**config.mk**
```make
export PLATFORM = sky130hd
export DESIGN_NAME = dual_header_uart_deframer
export DESIGN_NICKNAME = d
export VERILOG_FILES = /design/src/rtl/dhud_pkg.sv /design/src/rtl/dual_header_uart_deframer.sv /design/src/rtl/dhud_ring_ram.sv
export SDC_FILE = /design/constraint.sdc
export NUM_CORES = 1
export LEC_CHECK = 0
export BUFFER_PORTS_ARGS = -buffer_cell sky130_fd_sc_hd__buf_2
export CAP_MARGIN = 0
export CELL_PAD_IN_SITES_DETAIL_PLACEMENT = 1
export CELL_PAD_IN_SITES_GLOBAL_PLACEMENT = 1
export CORE_ASPECT_RATIO = 0.7
export CORE_MARGIN = 10
export CORE_UTILIZATION = 55
export DETAILED_ROUTE_END_ITERATION = 8
export GPL_ROUTABILITY_DRIVEN = 0
export PLACE_DENSITY = 0.84
export SLEW_MARGIN = 20
export SYNTH_ARGS = -nofsm -noshare
export SYNTH_HDL_FRONTEND = slang
export SYNTH_HIERARCHICAL = 1
export SYNTH_SLANG_ARGS = --single-unit
```
**constraint.sdc**
```tcl
create_clock -name clock -period 7.57 [get_ports clock]
set_input_delay 0 -clock clock [delete_from_list [all_inputs] [get_ports clock]]
set_output_delay 0 -clock clock [all_outputs]
set_load 0.005 [all_outputs]
```
**src/rtl/dhud_pkg.sv**
```systemverilog
`timescale 1ns / 1ps
// ----------------------------------------------------------------------------
// Dual header UART deframer package
// Shared beat types, request and result codes, register indexes and defaults.
// ----------------------------------------------------------------------------
package dhud_pkg;

   // Default sizing
   localparam int MAX_PAYLOAD_DEF = 32;
   localparam int RING_SLOTS_DEF  = 4;

   // Register reset values
   localparam logic [7:0] CMD_HEAD_RST = 8'd170;
   localparam logic [7:0] TUN_HEAD_RST = 8'd165;
   localparam logic [7:0] SET_CODE_RST = 8'd1;
   localparam logic [7:0] LOST_MAX     = 8'd255;

   // Register indexes
   localparam logic [1:0] CSR_CMD_HEAD = 2'd0;
   localparam logic [1:0] CSR_TUN_HEAD = 2'd1;
   localparam logic [1:0] CSR_SET_CODE = 2'd2;

   // Request codes
   localparam logic [1:0] REQ_BYTE    = 2'd0;
   localparam logic [1:0] REQ_OVERRUN = 2'd1;
   localparam logic [1:0] REQ_READ    = 2'd2;
   localparam logic [1:0] REQ_POP     = 2'd3;

   // Result kinds
   localparam logic [1:0] KIND_STATUS  = 2'd0;
   localparam logic [1:0] KIND_COMMAND = 2'd1;
   localparam logic [1:0] KIND_PAYLOAD = 2'd2;
   localparam logic [1:0] KIND_EMPTY   = 2'd3;

   typedef struct packed {
      logic [1:0] req_type;
      logic [7:0] rx_data;
   } req_item_type;

   typedef struct packed {
      logic [1:0] result_kind;
      logic [7:0] command_code;
      logic [7:0] height_value;
      logic       is_set_height;
      logic [7:0] payload_byte;
      logic       payload_last;
      logic [7:0] drop_count;
      logic       command_pending;
      logic [1:0] frames_queued;
   } rsp_item_type;

endpackage

```
**src/rtl/dual_header_uart_deframer.sv**
```systemverilog
`timescale 1ns / 1ps
// ----------------------------------------------------------------------------
// Dual header UART deframer
// Splits received UART bytes into command frames and tuning frames.
// ----------------------------------------------------------------------------
// Usage: each req beat is a received byte, an overrun event, a read of the
// command slot or a pop of the tuning ring. Byte, overrun and read beats give
// one rsp beat in the cycle after acceptance. A pop of a queued frame gives one
// payload beat per body byte, the first once the stream counter, ring read and
// output stage have registered, then one per cycle unless rsp stalls, the last
// flagged payload_last; the ring store's one read port sets the streaming rate.
// Command frames go to a single holding slot; tuning frames go to a ring of
// RING_SLOTS slots, each MAX_PAYLOAD bytes, holding up to RING_SLOTS-1 frames.
// Body bytes are written straight into the free ring slot as they arrive.
// Status fields of every rsp beat show the state after its req beat.
// Reset clears the parser, the slot, the ring pointers and the drop counter;
// the ring store itself needs no clearing pass. A stalled rsp holds its beat;
// req_ready drops until the beat leaves, and a pop stream pauses with up to two
// bytes parked in the output and skid stages. The user must write registers
// through csr_we, csr_index and csr_wdata while idle, unchecked by the block.
// ----------------------------------------------------------------------------
module dual_header_uart_deframer
   import dhud_pkg::*;
#(
   parameter int MAX_PAYLOAD = MAX_PAYLOAD_DEF,
   parameter int RING_SLOTS  = RING_SLOTS_DEF
) (
   input  logic         clock,
   input  logic         reset,
   input  logic         req_valid,
   output logic         req_ready,
   input  req_item_type req_data,
   output logic         rsp_valid,
   input  logic         rsp_ready,
   output rsp_item_type rsp_data,
   input  logic         csr_we,
   input  logic [1:0]   csr_index,
   input  logic [7:0]   csr_wdata
);

   localparam int IDX_W  = $clog2(MAX_PAYLOAD);
   localparam int LEN_W  = $clog2(MAX_PAYLOAD + 1);
   localparam int SLOT_W = $clog2(RING_SLOTS);
   localparam int ADDR_W = SLOT_W + IDX_W;

   localparam logic [7:0]        MAX_LEN_B = 8'(MAX_PAYLOAD);
   localparam logic [SLOT_W-1:0] LAST_SLOT = SLOT_W'(RING_SLOTS - 1);
   localparam logic [SLOT_W:0]   SLOTS_EXT = (SLOT_W + 1)'(RING_SLOTS);

   // Parser phases
   localparam logic [2:0] PH_HUNT  = 3'd0;
   localparam logic [2:0] PH_CMD   = 3'd1;
   localparam logic [2:0] PH_TLEN  = 3'd2;
   localparam logic [2:0] PH_TBODY = 3'd3;
   localparam logic [2:0] PH_TSUM  = 3'd4;

   // Configuration
   logic [7:0] cmd_head_ff, cmd_head_in;
   logic [7:0] tun_head_ff, tun_head_in;
   logic [7:0] set_code_ff, set_code_in;

   // Parser state
   logic [2:0]       phase_ff, phase_in;
   logic [LEN_W-1:0] byte_idx_ff, byte_idx_in;
   logic [LEN_W-1:0] frame_len_ff, frame_len_in;
   logic [7:0]       sum_ff, sum_in;
   logic [7:0]       cand_cmd_ff, cand_cmd_in;
   logic [7:0]       cand_hgt_ff, cand_hgt_in;

   // Command slot
   logic [7:0] held_cmd_ff, held_cmd_in;
   logic [7:0] held_hgt_ff, held_hgt_in;
   logic       slot_full_ff, slot_full_in;

   // Ring control
   logic [SLOT_W-1:0] wr_slot_ff, wr_slot_in;
   logic [SLOT_W-1:0] rd_slot_ff, rd_slot_in;
   logic [7:0]        lost_ff, lost_in;
   logic [LEN_W-1:0]  ring_len_ff [RING_SLOTS];
   logic              len_we;
   logic [SLOT_W-1:0] wr_slot_nxt, rd_slot_nxt;
   logic [SLOT_W:0]   queued;

   // Pop streaming
   logic [SLOT_W-1:0] strm_slot_ff, strm_slot_in;
   logic [IDX_W-1:0]  strm_idx_ff, strm_idx_in;
   logic [LEN_W-1:0]  strm_left_ff, strm_left_in;
   logic              rd_pend_ff, rd_pend_in;
   logic              rd_last_ff, rd_last_in;
   logic              skid_valid_ff, skid_valid_in;
   logic [7:0]        skid_data_ff, skid_data_in;
   logic              skid_last_ff, skid_last_in;

   // Output stage
   logic       out_valid_ff, out_valid_in;
   logic [1:0] out_kind_ff, out_kind_in;
   logic [7:0] out_cmd_ff, out_cmd_in;
   logic [7:0] out_hgt_ff, out_hgt_in;
   logic       out_set_ff, out_set_in;
   logic [7:0] out_pay_ff, out_pay_in;
   logic       out_last_ff, out_last_in;

   // Ring store ports
   logic              mem_we, mem_re;
   logic [ADDR_W-1:0] mem_waddr, mem_raddr;
   logic [7:0]        mem_rdata;

   logic       accept, take, out_free, busy, issue;
   logic       load;
   logic [1:0] load_kind;
   logic [7:0] load_cmd, load_hgt;
   logic       load_set;
   logic [1:0] occ;
   logic [7:0] rx;

   assign rx          = req_data.rx_data;
   assign take        = out_valid_ff & rsp_ready;
   assign out_free    = ~out_valid_ff | take;
   assign busy        = (strm_left_ff != '0) | rd_pend_ff | skid_valid_ff;
   assign req_ready   = ~busy & out_free;
   assign accept      = req_valid & req_ready;
   assign wr_slot_nxt = (wr_slot_ff == LAST_SLOT) ? '0 : wr_slot_ff + 1'b1;
   assign rd_slot_nxt = (rd_slot_ff == LAST_SLOT) ? '0 : rd_slot_ff + 1'b1;

   // Frames in the ring, wrapped around the slot count
   always_comb begin
      if (wr_slot_ff >= rd_slot_ff) begin
         queued = {1'b0, wr_slot_ff} - {1'b0, rd_slot_ff};
      end else begin
         queued = {1'b0, wr_slot_ff} + SLOTS_EXT - {1'b0, rd_slot_ff};
      end
   end

   // Configuration writes
   always_comb begin
      cmd_head_in = cmd_head_ff;
      tun_head_in = tun_head_ff;
      set_code_in = set_code_ff;
      if (csr_we) begin
         unique case (csr_index)
            CSR_CMD_HEAD: cmd_head_in = csr_wdata;
            CSR_TUN_HEAD: tun_head_in = csr_wdata;
            CSR_SET_CODE: set_code_in = csr_wdata;
            default: ;
         endcase
      end
   end

   // Parse bytes, handle overruns, serve reads and start pops
   always_comb begin
      phase_in     = phase_ff;
      byte_idx_in  = byte_idx_ff;
      frame_len_in = frame_len_ff;
      sum_in       = sum_ff;
      cand_cmd_in  = cand_cmd_ff;
      cand_hgt_in  = cand_hgt_ff;
      held_cmd_in  = held_cmd_ff;
      held_hgt_in  = held_hgt_ff;
      slot_full_in = slot_full_ff;
      wr_slot_in   = wr_slot_ff;
      rd_slot_in   = rd_slot_ff;
      lost_in      = lost_ff;
      len_we       = 1'b0;
      mem_we       = 1'b0;
      mem_waddr    = {wr_slot_ff, byte_idx_ff[IDX_W-1:0]};
      strm_slot_in = strm_slot_ff;
      load         = 1'b0;
      load_kind    = KIND_STATUS;
      load_cmd     = '0;
      load_hgt     = '0;
      load_set     = 1'b0;
      if (accept) begin
         unique case (req_data.req_type)
            REQ_BYTE: begin
               load = 1'b1;
               unique case (phase_ff)
                  PH_CMD: begin
                     byte_idx_in = byte_idx_ff + 1'b1;
                     sum_in      = sum_ff + rx;
                     if (byte_idx_ff == LEN_W'(1)) begin
                        cand_cmd_in = rx;
                     end else if (byte_idx_ff == LEN_W'(2)) begin
                        cand_hgt_in = rx;
                     end else begin
                        // Checksum byte closes the frame
                        if (rx == sum_ff && !slot_full_ff) begin
                           held_cmd_in  = cand_cmd_ff;
                           held_hgt_in  = cand_hgt_ff;
                           slot_full_in = 1'b1;
                        end
                        phase_in = PH_HUNT;
                     end
                  end
                  PH_TLEN: begin
                     if (rx == 8'd0 || rx > MAX_LEN_B) begin
                        phase_in = PH_HUNT;
                     end else begin
                        frame_len_in = rx[LEN_W-1:0];
                        sum_in       = sum_ff + rx;
                        byte_idx_in  = '0;
                        phase_in     = PH_TBODY;
                     end
                  end
                  PH_TBODY: begin
                     // Body bytes land directly in the free ring slot
                     mem_we      = 1'b1;
                     byte_idx_in = byte_idx_ff + 1'b1;
                     sum_in      = sum_ff + rx;
                     if (byte_idx_ff + 1'b1 >= frame_len_ff) begin
                        phase_in = PH_TSUM;
                     end
                  end
                  PH_TSUM: begin
                     if (rx == sum_ff) begin
                        if (wr_slot_nxt == rd_slot_ff) begin
                           if (lost_ff != LOST_MAX) begin
                              lost_in = lost_ff + 1'b1;
                           end
                        end else begin
                           len_we     = 1'b1;
                           wr_slot_in = wr_slot_nxt;
                        end
                     end
                     phase_in = PH_HUNT;
                  end
                  default: begin
                     phase_in = PH_HUNT;
                     if (rx == cmd_head_ff) begin
                        sum_in      = rx;
                        byte_idx_in = LEN_W'(1);
                        phase_in    = PH_CMD;
                     end else if (rx == tun_head_ff) begin
                        sum_in   = rx;
                        phase_in = PH_TLEN;
                     end
                  end
               endcase
            end
            REQ_OVERRUN: begin
               load     = 1'b1;
               phase_in = PH_HUNT;
            end
            REQ_READ: begin
               load = 1'b1;
               if (!slot_full_ff) begin
                  load_kind = KIND_EMPTY;
               end else begin
                  load_kind    = KIND_COMMAND;
                  load_cmd     = held_cmd_ff;
                  load_hgt     = held_hgt_ff;
                  load_set     = (held_cmd_ff == set_code_ff);
                  slot_full_in = 1'b0;
               end
            end
            default: begin
               if (rd_slot_ff == wr_slot_ff) begin
                  load      = 1'b1;
                  load_kind = KIND_EMPTY;
               end else begin
                  strm_slot_in = rd_slot_ff;
                  rd_slot_in   = rd_slot_nxt;
               end
            end
         endcase
      end
   end

   // Issue ring reads while output and skid have room
   always_comb begin
      occ = {1'b0, rd_pend_ff} + {1'b0, skid_valid_ff} + {1'b0, out_valid_ff & ~take};
      issue        = (strm_left_ff != '0) && (occ < 2'd2);
      mem_re       = issue;
      mem_raddr    = {strm_slot_ff, strm_idx_ff};
      strm_idx_in  = strm_idx_ff;
      strm_left_in = strm_left_ff;
      rd_pend_in   = issue;
      rd_last_in   = rd_last_ff;
      if (accept && req_data.req_type == REQ_POP && rd_slot_ff != wr_slot_ff) begin
         strm_idx_in  = '0;
         strm_left_in = ring_len_ff[rd_slot_ff];
      end else if (issue) begin
         strm_idx_in  = strm_idx_ff + 1'b1;
         strm_left_in = strm_left_ff - 1'b1;
         rd_last_in   = (strm_left_ff == LEN_W'(1));
      end
   end

   // Advance output and skid stages
   always_comb begin
      out_valid_in  = out_valid_ff;
      out_kind_in   = out_kind_ff;
      out_cmd_in    = out_cmd_ff;
      out_hgt_in    = out_hgt_ff;
      out_set_in    = out_set_ff;
      out_pay_in    = out_pay_ff;
      out_last_in   = out_last_ff;
      skid_valid_in = skid_valid_ff;
      skid_data_in  = skid_data_ff;
      skid_last_in  = skid_last_ff;
      if (out_free) begin
         if (load) begin
            out_valid_in = 1'b1;
            out_kind_in  = load_kind;
            out_cmd_in   = load_cmd;
            out_hgt_in   = load_hgt;
            out_set_in   = load_set;
            out_pay_in   = '0;
            out_last_in  = 1'b1;
         end else if (skid_valid_ff) begin
            out_valid_in  = 1'b1;
            out_kind_in   = KIND_PAYLOAD;
            out_cmd_in    = '0;
            out_hgt_in    = '0;
            out_set_in    = 1'b0;
            out_pay_in    = skid_data_ff;
            out_last_in   = skid_last_ff;
            skid_valid_in = rd_pend_ff;
            skid_data_in  = mem_rdata;
            skid_last_in  = rd_last_ff;
         end else if (rd_pend_ff) begin
            out_valid_in = 1'b1;
            out_kind_in  = KIND_PAYLOAD;
            out_cmd_in   = '0;
            out_hgt_in   = '0;
            out_set_in   = 1'b0;
            out_pay_in   = mem_rdata;
            out_last_in  = rd_last_ff;
         end else begin
            out_valid_in = 1'b0;
         end
      end else if (rd_pend_ff) begin
         // Park the arriving byte behind the stalled beat
         skid_valid_in = 1'b1;
         skid_data_in  = mem_rdata;
         skid_last_in  = rd_last_ff;
      end
   end

   // Control registers
   always_ff @(posedge clock) begin
      if (reset) begin
         cmd_head_ff   <= CMD_HEAD_RST;
         tun_head_ff   <= TUN_HEAD_RST;
         set_code_ff   <= SET_CODE_RST;
         phase_ff      <= PH_HUNT;
         byte_idx_ff   <= '0;
         frame_len_ff  <= '0;
         sum_ff        <= '0;
         held_cmd_ff   <= '0;
         held_hgt_ff   <= '0;
         slot_full_ff  <= 1'b0;
         wr_slot_ff    <= '0;
         rd_slot_ff    <= '0;
         lost_ff       <= '0;
         strm_left_ff  <= '0;
         rd_pend_ff    <= 1'b0;
         skid_valid_ff <= 1'b0;
         out_valid_ff  <= 1'b0;
      end else begin
         cmd_head_ff   <= cmd_head_in;
         tun_head_ff   <= tun_head_in;
         set_code_ff   <= set_code_in;
         phase_ff      <= phase_in;
         byte_idx_ff   <= byte_idx_in;
         frame_len_ff  <= frame_len_in;
         sum_ff        <= sum_in;
         held_cmd_ff   <= held_cmd_in;
         held_hgt_ff   <= held_hgt_in;
         slot_full_ff  <= slot_full_in;
         wr_slot_ff    <= wr_slot_in;
         rd_slot_ff    <= rd_slot_in;
         lost_ff       <= lost_in;
         strm_left_ff  <= strm_left_in;
         rd_pend_ff    <= rd_pend_in;
         skid_valid_ff <= skid_valid_in;
         out_valid_ff  <= out_valid_in;
      end
   end

   // Payload registers
   always_ff @(posedge clock) begin
      cand_cmd_ff  <= cand_cmd_in;
      cand_hgt_ff  <= cand_hgt_in;
      strm_slot_ff <= strm_slot_in;
      strm_idx_ff  <= strm_idx_in;
      rd_last_ff   <= rd_last_in;
      skid_data_ff <= skid_data_in;
      skid_last_ff <= skid_last_in;
      out_kind_ff  <= out_kind_in;
      out_cmd_ff   <= out_cmd_in;
      out_hgt_ff   <= out_hgt_in;
      out_set_ff   <= out_set_in;
      out_pay_ff   <= out_pay_in;
      out_last_ff  <= out_last_in;
      if (len_we) begin
         ring_len_ff[wr_slot_ff] <= frame_len_ff;
      end
   end

   dhud_ring_ram #(
      .ADDR_W (ADDR_W)
   ) u_ring_ram (
      .clock   (clock),
      .wr_en   (mem_we),
      .wr_addr (mem_waddr),
      .wr_data (rx),
      .rd_en   (mem_re),
      .rd_addr (mem_raddr),
      .rd_data (mem_rdata)
   );

   // Result beat: item fields from the output stage, status from live state
   assign rsp_valid = out_valid_ff;
   always_comb begin
      rsp_data.result_kind     = out_kind_ff;
      rsp_data.command_code    = out_cmd_ff;
      rsp_data.height_value    = out_hgt_ff;
      rsp_data.is_set_height   = out_set_ff;
      rsp_data.payload_byte    = out_pay_ff;
      rsp_data.payload_last    = out_last_ff;
      rsp_data.drop_count      = lost_ff;
      rsp_data.command_pending = slot_full_ff;
      rsp_data.frames_queued   = queued[1:0];
   end

endmodule

```
**src/rtl/dhud_ring_ram.sv**
```systemverilog
`timescale 1ns / 1ps
// ----------------------------------------------------------------------------
// Tuning ring byte store
// One write port and one read port, with registered read data.
// ----------------------------------------------------------------------------
module dhud_ring_ram #(
   parameter int ADDR_W = 7
) (
   input  logic              clock,
   input  logic              wr_en,
   input  logic [ADDR_W-1:0] wr_addr,
   input  logic [7:0]        wr_data,
   input  logic              rd_en,
   input  logic [ADDR_W-1:0] rd_addr,
   output logic [7:0]        rd_data
);

   logic [7:0] mem [2**ADDR_W];
   logic [7:0] rd_data_ff;

   // Write port
   always_ff @(posedge clock) begin
      if (wr_en) begin
         mem[wr_addr] <= wr_data;
      end
   end

   // Registered read port
   always_ff @(posedge clock) begin
      if (rd_en) begin
         rd_data_ff <= mem[rd_addr];
      end
   end

   assign rd_data = rd_data_ff;

endmodule

```
Word-level counts from Yosys, hierarchy flattened
Memory sizes are Yosys's and may differ from the RTL's. A register that Yosys moved wholly into a read port is not among the register bits.
Cells that the tools add are included.
{"block": "word_totals", "ramBits": 1048, "inputBits": 25, "memories": 2, "out_inout_bits": 41, "register_bits": 146, "wordCells": 218}
{"memory": "u_ring_ram.mem", "words": 128, "word_bits": 8, "read_ports": 1, "rd_ports_with_merged_regs": 1, "wr": 1, "line_no": "dhud_ring_ram.sv:18", "rtl": "logic [7:0] mem [2**ADDR_W];"}
{"memory": "ring_len_ff", "words": 4, "word_bits": 6, "read_ports": 1, "rd_ports_with_merged_regs": 1, "wr": 1, "line_no": "dual_header_uart_deframer.sv:79", "rtl": "logic [LEN_W-1:0] ring_len_ff [RING_SLOTS];"}
{"block": "op_classes", "n_reduce_logical": 38, "order_cmp": 4, "n_bitwise": 18, "n_addsub": 12, "n_eq_ne": 32, "mux": 82}
{"operator": "2-to-1 mux 8 bit", "n": 18}
{"operator": "2-to-1 mux 1 bit", "n": 37}
{"operator": "== test 8 bit", "n": 4}
{"operator": "2-to-1 mux 2 bit", "n": 14}
{"operator": "AND reduction 5 bit", "n": 5}
{"operator": "2-to-1 mux 6 bit", "n": 4}
{"operator": "case mux 8 bit (3 select lines)", "n": 1}
{"operator": "case mux 6 bit (3 select lines)", "n": 1}
{"operator": "AND reduction 6 bit", "n": 3}
{"operator": "== test 6 x 1 -> 1 bit (second input constant)", "n": 2}
{"operator": "inequality test 2 bit (second input constant)", "n": 6}
{"operator": "case mux 3 bit (4 select lines)", "n": 1}
{"operator": "AND reduction 2 bit", "n": 6}
{"operator": "NOT 1 bit", "n": 11}
{"operator": "== test 2 bit (second input constant)", "n": 5}
{"operator": "2-to-1 mux 3 bit", "n": 3}
{"operator": "inequality test 3 bit (second input constant)", "n": 3}
{"operator": "adder 8 x 1 -> 8 bit (second input constant)", "n": 1}
{"operator": "adder 8 bit", "n": 1}
{"operator": "greater-than comparator 8 x 6 -> 1 bit (second input constant)", "n": 1}
{"operator": "zero test 8 bit", "n": 1}
{"operator": "inequality test 8 bit (second input constant)", "n": 1}
{"operator": "AND reduction 4 bit", "n": 2}
{"operator": "nonzero test 2 bit", "n": 4}
{"operator": "33 further kinds", "n": 51}

Depth between registers and ports, before layout
{"block": "depth", "depth_word": 10, "mapped_depth": 10, "mapped_depth_nobuf": 10}

By module
Netlist, hierarchy kept.
{"mod": "dhud_ring_ram", "n_inst": 1, "area_each_um2": 39728.1, "seq_area_each_um2": 30989.7, "cells_per_inst": 1631}
{"mod": "dual_header_uart_deframer", "n_inst": 1, "area_each_um2": 7756.2, "seq_area_each_um2": 4244.1, "cells_per_inst": 695}

Least setup slack after synthesis
No wires, ideal clock.
{"block": "synth_path", "kind": "reg2reg", "start": "register strm_left_ff[2]", "end": "register out_cmd_ff[0], enable pin", "arrival_ns": 3.176, "n_path_buf": 2, "path_stages_with_launch": 9, "t_required_ns": 7.147, "slack_ns": 3.972, "synth_period_minus_slack_ns": 3.598, "setup_ns": 0.423, "path_cell_list": "dfxtp_1 > nor4_1 > and4_1 > clkbuf_1 > nand2_1 > a21oi_1 > clkbuf_1 > inv_1 > a21oi_1"}
{"block": "synth_between", "elab_chain_len": 9}
{"item": "start: declaration", "line_no": "dual_header_uart_deframer.sv:87", "rtl": "logic [LEN_W-1:0] strm_left_ff, strm_left_in;"}
{"item": "start signal: assignment", "line_no": "dual_header_uart_deframer.sv:373", "rtl": "strm_left_ff <= strm_left_in;"}
{"item": "nonzero test 6 bit", "line_no": "dual_header_uart_deframer.sv:119", "rtl": "assign busy = (strm_left_ff != '0) | rd_pend_ff | skid_valid_ff;"}
{"item": "bitwise OR 1 bit (2 in a row)", "line_no": "dual_header_uart_deframer.sv:119"}
{"item": "NOT 1 bit", "line_no": "dual_header_uart_deframer.sv:120", "rtl": "assign req_ready = ~busy & out_free;"}
{"item": "bitwise AND 1 bit", "line_no": "dual_header_uart_deframer.sv:120"}
{"item": "net req_ready", "line_no": "dual_header_uart_deframer.sv:31", "rtl": "output logic req_ready,"}
{"item": "bitwise AND 1 bit", "line_no": "dual_header_uart_deframer.sv:121", "rtl": "assign accept = req_valid & req_ready;"}
{"item": "2-to-1 mux 1 bit", "line_no": "dual_header_uart_deframer.sv:172", "rtl": "if (accept) begin"}
{"item": "nonzero test 3 bit (no line)"}
{"item": "AND reduction 2 bit (no line)"}
{"item": "end signal: assignment", "line_no": "dual_header_uart_deframer.sv:390", "rtl": "out_cmd_ff <= out_cmd_in;"}
{"item": "end: declaration", "line_no": "dual_header_uart_deframer.sv:97", "rtl": "logic [7:0] out_cmd_ff, out_cmd_in;"}
The timed path passes the listed nets, and every way through them passes these cells.
A chain may end at the register's enable or synchronous reset.

Worst setup path in the final report
{"block": "layout_path", "start": "register skid_valid_ff", "end": "memory u_ring_ram.mem[18][6], enable pin"}
{"block": "layout_between", "elab_chain_len": 7}
{"item": "start: declaration", "line_no": "dual_header_uart_deframer.sv:90", "rtl": "logic skid_valid_ff, skid_valid_in;"}
{"item": "start signal: assignment", "line_no": "dual_header_uart_deframer.sv:375", "rtl": "skid_valid_ff <= skid_valid_in;"}
{"item": "bitwise OR 1 bit", "line_no": "dual_header_uart_deframer.sv:119"}
{"item": "NOT 1 bit", "line_no": "dual_header_uart_deframer.sv:120"}
{"item": "bitwise AND 1 bit", "line_no": "dual_header_uart_deframer.sv:120"}
{"item": "bitwise AND 1 bit", "line_no": "dual_header_uart_deframer.sv:121"}
{"item": "2-to-1 mux 1 bit", "line_no": "dual_header_uart_deframer.sv:172"}
{"item": "net mem_we", "line_no": "dual_header_uart_deframer.sv:104", "rtl": "logic mem_we, mem_re;"}
{"item": "2-to-1 mux 1 bit", "line_no": "dhud_ring_ram.sv:23", "rtl": "if (wr_en) begin"}
{"item": "2-to-1 mux 1 bit (implied by the code)", "line_no": "dhud_ring_ram.sv:24", "rtl": "mem[wr_addr] <= wr_data;"}
{"item": "end: declaration", "line_no": "dhud_ring_ram.sv:18"}
The timed path passes the listed nets, and every way through them passes these cells.

==> run metrics <==
Placed Area=slightly below 50,000 um2; top cell type's share of synthesized area=a little over two thirds; Die Area=roughly 99,000 um2; mux share of post-synthesis cell area=17.7%; Int Power=around 0.011 W; number of distinct library cells after synthesis=between 50 and 60; R2R depth=9; Clock Path Buffers=3; setup repair after global routing missed its margin=false; proportion of synthesized chip area in sequential cells=74.2%; Simple-Gate Fraction of Synth Area=under 10%; Worst Hold End=tun_head_ff[7]$_SDFFE_PP1P_; final core occ=between 60% and 70%; area share of fa/ha/maj cells after synthesis=less than 1%; DR vias/cell=6.80; leading register cell type out of synthesis=edfxtp_1; Clock Power Share=38.5%; Die W=371 um; DPL Wire Length=~81,000 um; initial antenna violation count=11; DP Cell Count=around 3,500; post-route setup TNS=0 ns; wire length per cell=35.3 um; 1st-iter DRT viols=roughly 3,900; most frequent cell after synthesis=edfxtp_1; switching power total=between 0.003 and 0.004 W; Hold Crit Class=input pin to flip-flop; Relative slew margins=30.5%; CTS tree=built; synth-to-layout area growth=11.5%; Post-synth top cells=edfxtp_1 (1,112), mux4_2 (342), nor2_1 (217); GRT Overall Usage=a little over a quarter; Leak Pwr=16.4 nW; Switching Fraction=between 20% and 30%; RR Startpoint=skid_valid_ff$_SDFFE_PP0P_; final instance area=52,900 um2; total power=about 0.014 W; Sink Count=around 1,200; XOR/XNOR share of the synthesized area=less than 1%; Congestion Overflow GR=0; Chip Height=around 270 um; root buffer cell=clkbuf_16; fin crit share=between 60 and 70%; drt total wl=roughly 130,000 um; crit-path max FO=13; compound-gate portion of the synthesized area=under 10%; Residual DRC=0; largest net degree at the start of global routing=114; fillcell total=around 7,000; first-pass GRT wire length=~190,000 um; synthesized area=between 40,000 and 50,000 um2; Syn. warnings=6; cts bufs inserted=107; DRT Pass-1 Iters=7; latest clock arrival within the worst-skew pair=0.70 ns; CP Class=flip-flop to flip-flop; hold_sp=csr_wdata[7]; main combinational cell family by area after synthesis=multiplexers; vias in the first global route=between 20,000 and 30,000; cell area power density=about 270 nW/um2; final hold violations=0; CTS H-tree lvls=3; Yosys reg bits=around 1,200; worst-path cell with the longest stage delay=nor2_1; Setup crit start kind=flip-flop; fraction of layout cells with a size suffix above 1=25.1%; max incr delay on CP=roughly 0.74 ns; Synth async-reset ratio=0%; Syn Area/Cell=approximately 20 um2; sequential share of power=between 50% and 60%; Initial Utilization=between 50% and 60%; Reg2Reg Capture Point=u_ring_ram/mem[18][6]$_DFFE_PP_; Final nets=between 2,000 and 3,000; top cells by area, synth=edfxtp_1 (70%), mux4_2 (16%), dfxtp_1 (3.9%); max-slew violations=0; Reg2Reg Setup Slack=approximately 2.7 ns; post-synth top area cell=edfxtp_1; final setup fails=0; # IOs=66; Max-cap violations=0; port bufs=65; EDFF count, synth=1,112; syn nets=about 2,400; post-layout minimum cycle time=just under 5 ns; Row Count=90; Hold Path Depth=4; Reg clk slew, reported paths=0.06 ns; crit-path cells=nor2_1 -> and4_1 -> nand3_1 -> nor3_1 -> buf_4 -> nor2b_1 -> nand2_1 -> buf_4 -> nor2_1; Least-Margin Pin Slew=approximately 1.0 ns; Setup Skew=0.0326 ns; Peak VDD IR=between 0.0002 and 0.00025 V; CP arrival=5.14 ns; CP Data Required Time=approximately 8 ns; fin cells=approximately 3,700; status=finished, final reports clean; Synth Instances=between 2,000 and 2,500; Core Region=approximately 86,000 um2; vias post-DR=between 20,000 and 30,000; Logic pwr share=about a tenth; CP Capture Type=flip-flop; Routed Antenna Nets=0; Fmax=a little over 200 MHz
stage by stage:
step / worst slack [ns] / hold slack [ns]
detailed placement: 3.01 / 0.270
global route: 2.61 / 0.124
finish: 2.73 / 0.112
floorplan: 3.97 / 0.0989
CTS: 2.88 / 0.0524
global placement: 3.20 / 0.250
power by group through the flow:
| stage | clock, W | sequential [W] | combinational [W] |
|---|---|---|---|
| 2_1_floorplan | 0 | 0.00749 | 0.000879 |
| 3_3_place_gp | 0 | 0.00753 | 0.00125 |
| 3_5_place_dp | 0 | 0.00754 | 0.00130 |
| 4_1_cts | 0.00553 | 0.00740 | 0.00132 |
| 5_1_grt | 0.00580 | 0.00736 | 0.00145 |
| 6_report | 0.00548 | 0.00736 | 0.00136 |
area by class of cell:
cell class,count,area (um2),share of cell area (%)
diodes,5,12.5,0.0236
clock buffers,140,2910,5.50
clock inverters,61,566,1.07
inverters,27,101,0.191
multi-input cells,977,11600,22.0
flip-flops and latches,1204,35200,66.6
well taps,1150,1440,2.72
repair buffers,137,1020,1.94
critical path: cells and delay by family, from the launching register on:
| kind | cells | cell delay [ns] |
|---|---|---|
| and+or+nand+nor | 7 | 3.25 |
| buffers and inverters | 2 | 0.65 |
| DFF | 1 | 0.54 |
state kept, by name, summed over array words and instances (netlist names), 8 cells and up, named ones only:
name	cells
cand_cmd_ff	8
cand_hgt_ff	8
cmd_head_ff	8
held_cmd_ff	8
held_hgt_ff	8
lost_ff	8
out_cmd_ff	8
out_hgt_ff	8
out_pay_ff	8
ring_len_ff	24
set_code_ff	8
skid_data_ff	8
sum_ff	8
tun_head_ff	8
u_ring_ram/mem	1024
u_ring_ram/rd_data	8
timing repair:
item / in CTS / in global routing
hold buffers: 26 / 0
gates resized for setup: 0 / 0
endpoints found under the setup margin: 0 / 0
endpoints found under the hold margin: 219 / 0
buffers inserted: 0 / 0
worst max-delay path by stage:
stage | slack (ns) | depth (start not counted) | to | startpoint
after floorplan | 3.97 | 8 | out_cmd_ff[0]$_SDFFCE_PN0P_ | strm_left_ff[2]$_SDFFE_PP0P_
after global placement | 3.20 | 9 | u_ring_ram/mem[18][1]$_DFFE_PP_ | skid_valid_ff$_SDFFE_PP0P_
after detailed placement | 3.01 | 9 | u_ring_ram/mem[18][6]$_DFFE_PP_ | skid_valid_ff$_SDFFE_PP0P_
after CTS | 2.88 | 9 | u_ring_ram/mem[18][6]$_DFFE_PP_ | strm_left_ff[2]$_SDFFE_PP0P_
after global routing | 2.61 | 9 | u_ring_ram/mem[2][3]$_DFFE_PP_ | skid_valid_ff$_SDFFE_PP0P_
final | 2.73 | 9 | u_ring_ram/mem[18][6]$_DFFE_PP_ | skid_valid_ff$_SDFFE_PP0P_
layer usage:
layer / track usage (%) / wire length (um) / up-vias
li1: - / - / 9739
met1: 38.4 / 49800 / 13400
met2: 40.1 / 60900 / 1819
met3: 7.00 / 16600 / 212
met4: 7.33 / 3360 / 4
met5: 0 / 34 / -
cell families after synthesis:
| group | after synthesis |
|---|---|
| buffers and inverters | 145 |
| muxes | 413 |
| xor gates and xnor gates | 47 |
| DFF | 1204 |
| AOI/OAI and AO/OA | 77 |
| adders and majority gates | 30 |
| and+or+nand+nor | 410 |
cells in the final DEF (no fill, tap or decap), types with 26 or more instances in the layout:
master         count
dlygate4sd3_1     26
ha_1              29
xor2_1            38
mux4_2           342
buf_4             48
dfxtp_1           88
nor2_1           216
clkbuf_16        109
inv_1             27
buf_2             57
nand2_1           62
mux2i_1           61
edfxtp_1        1112
Note: power is estimated with default switching activity, not from simulation.
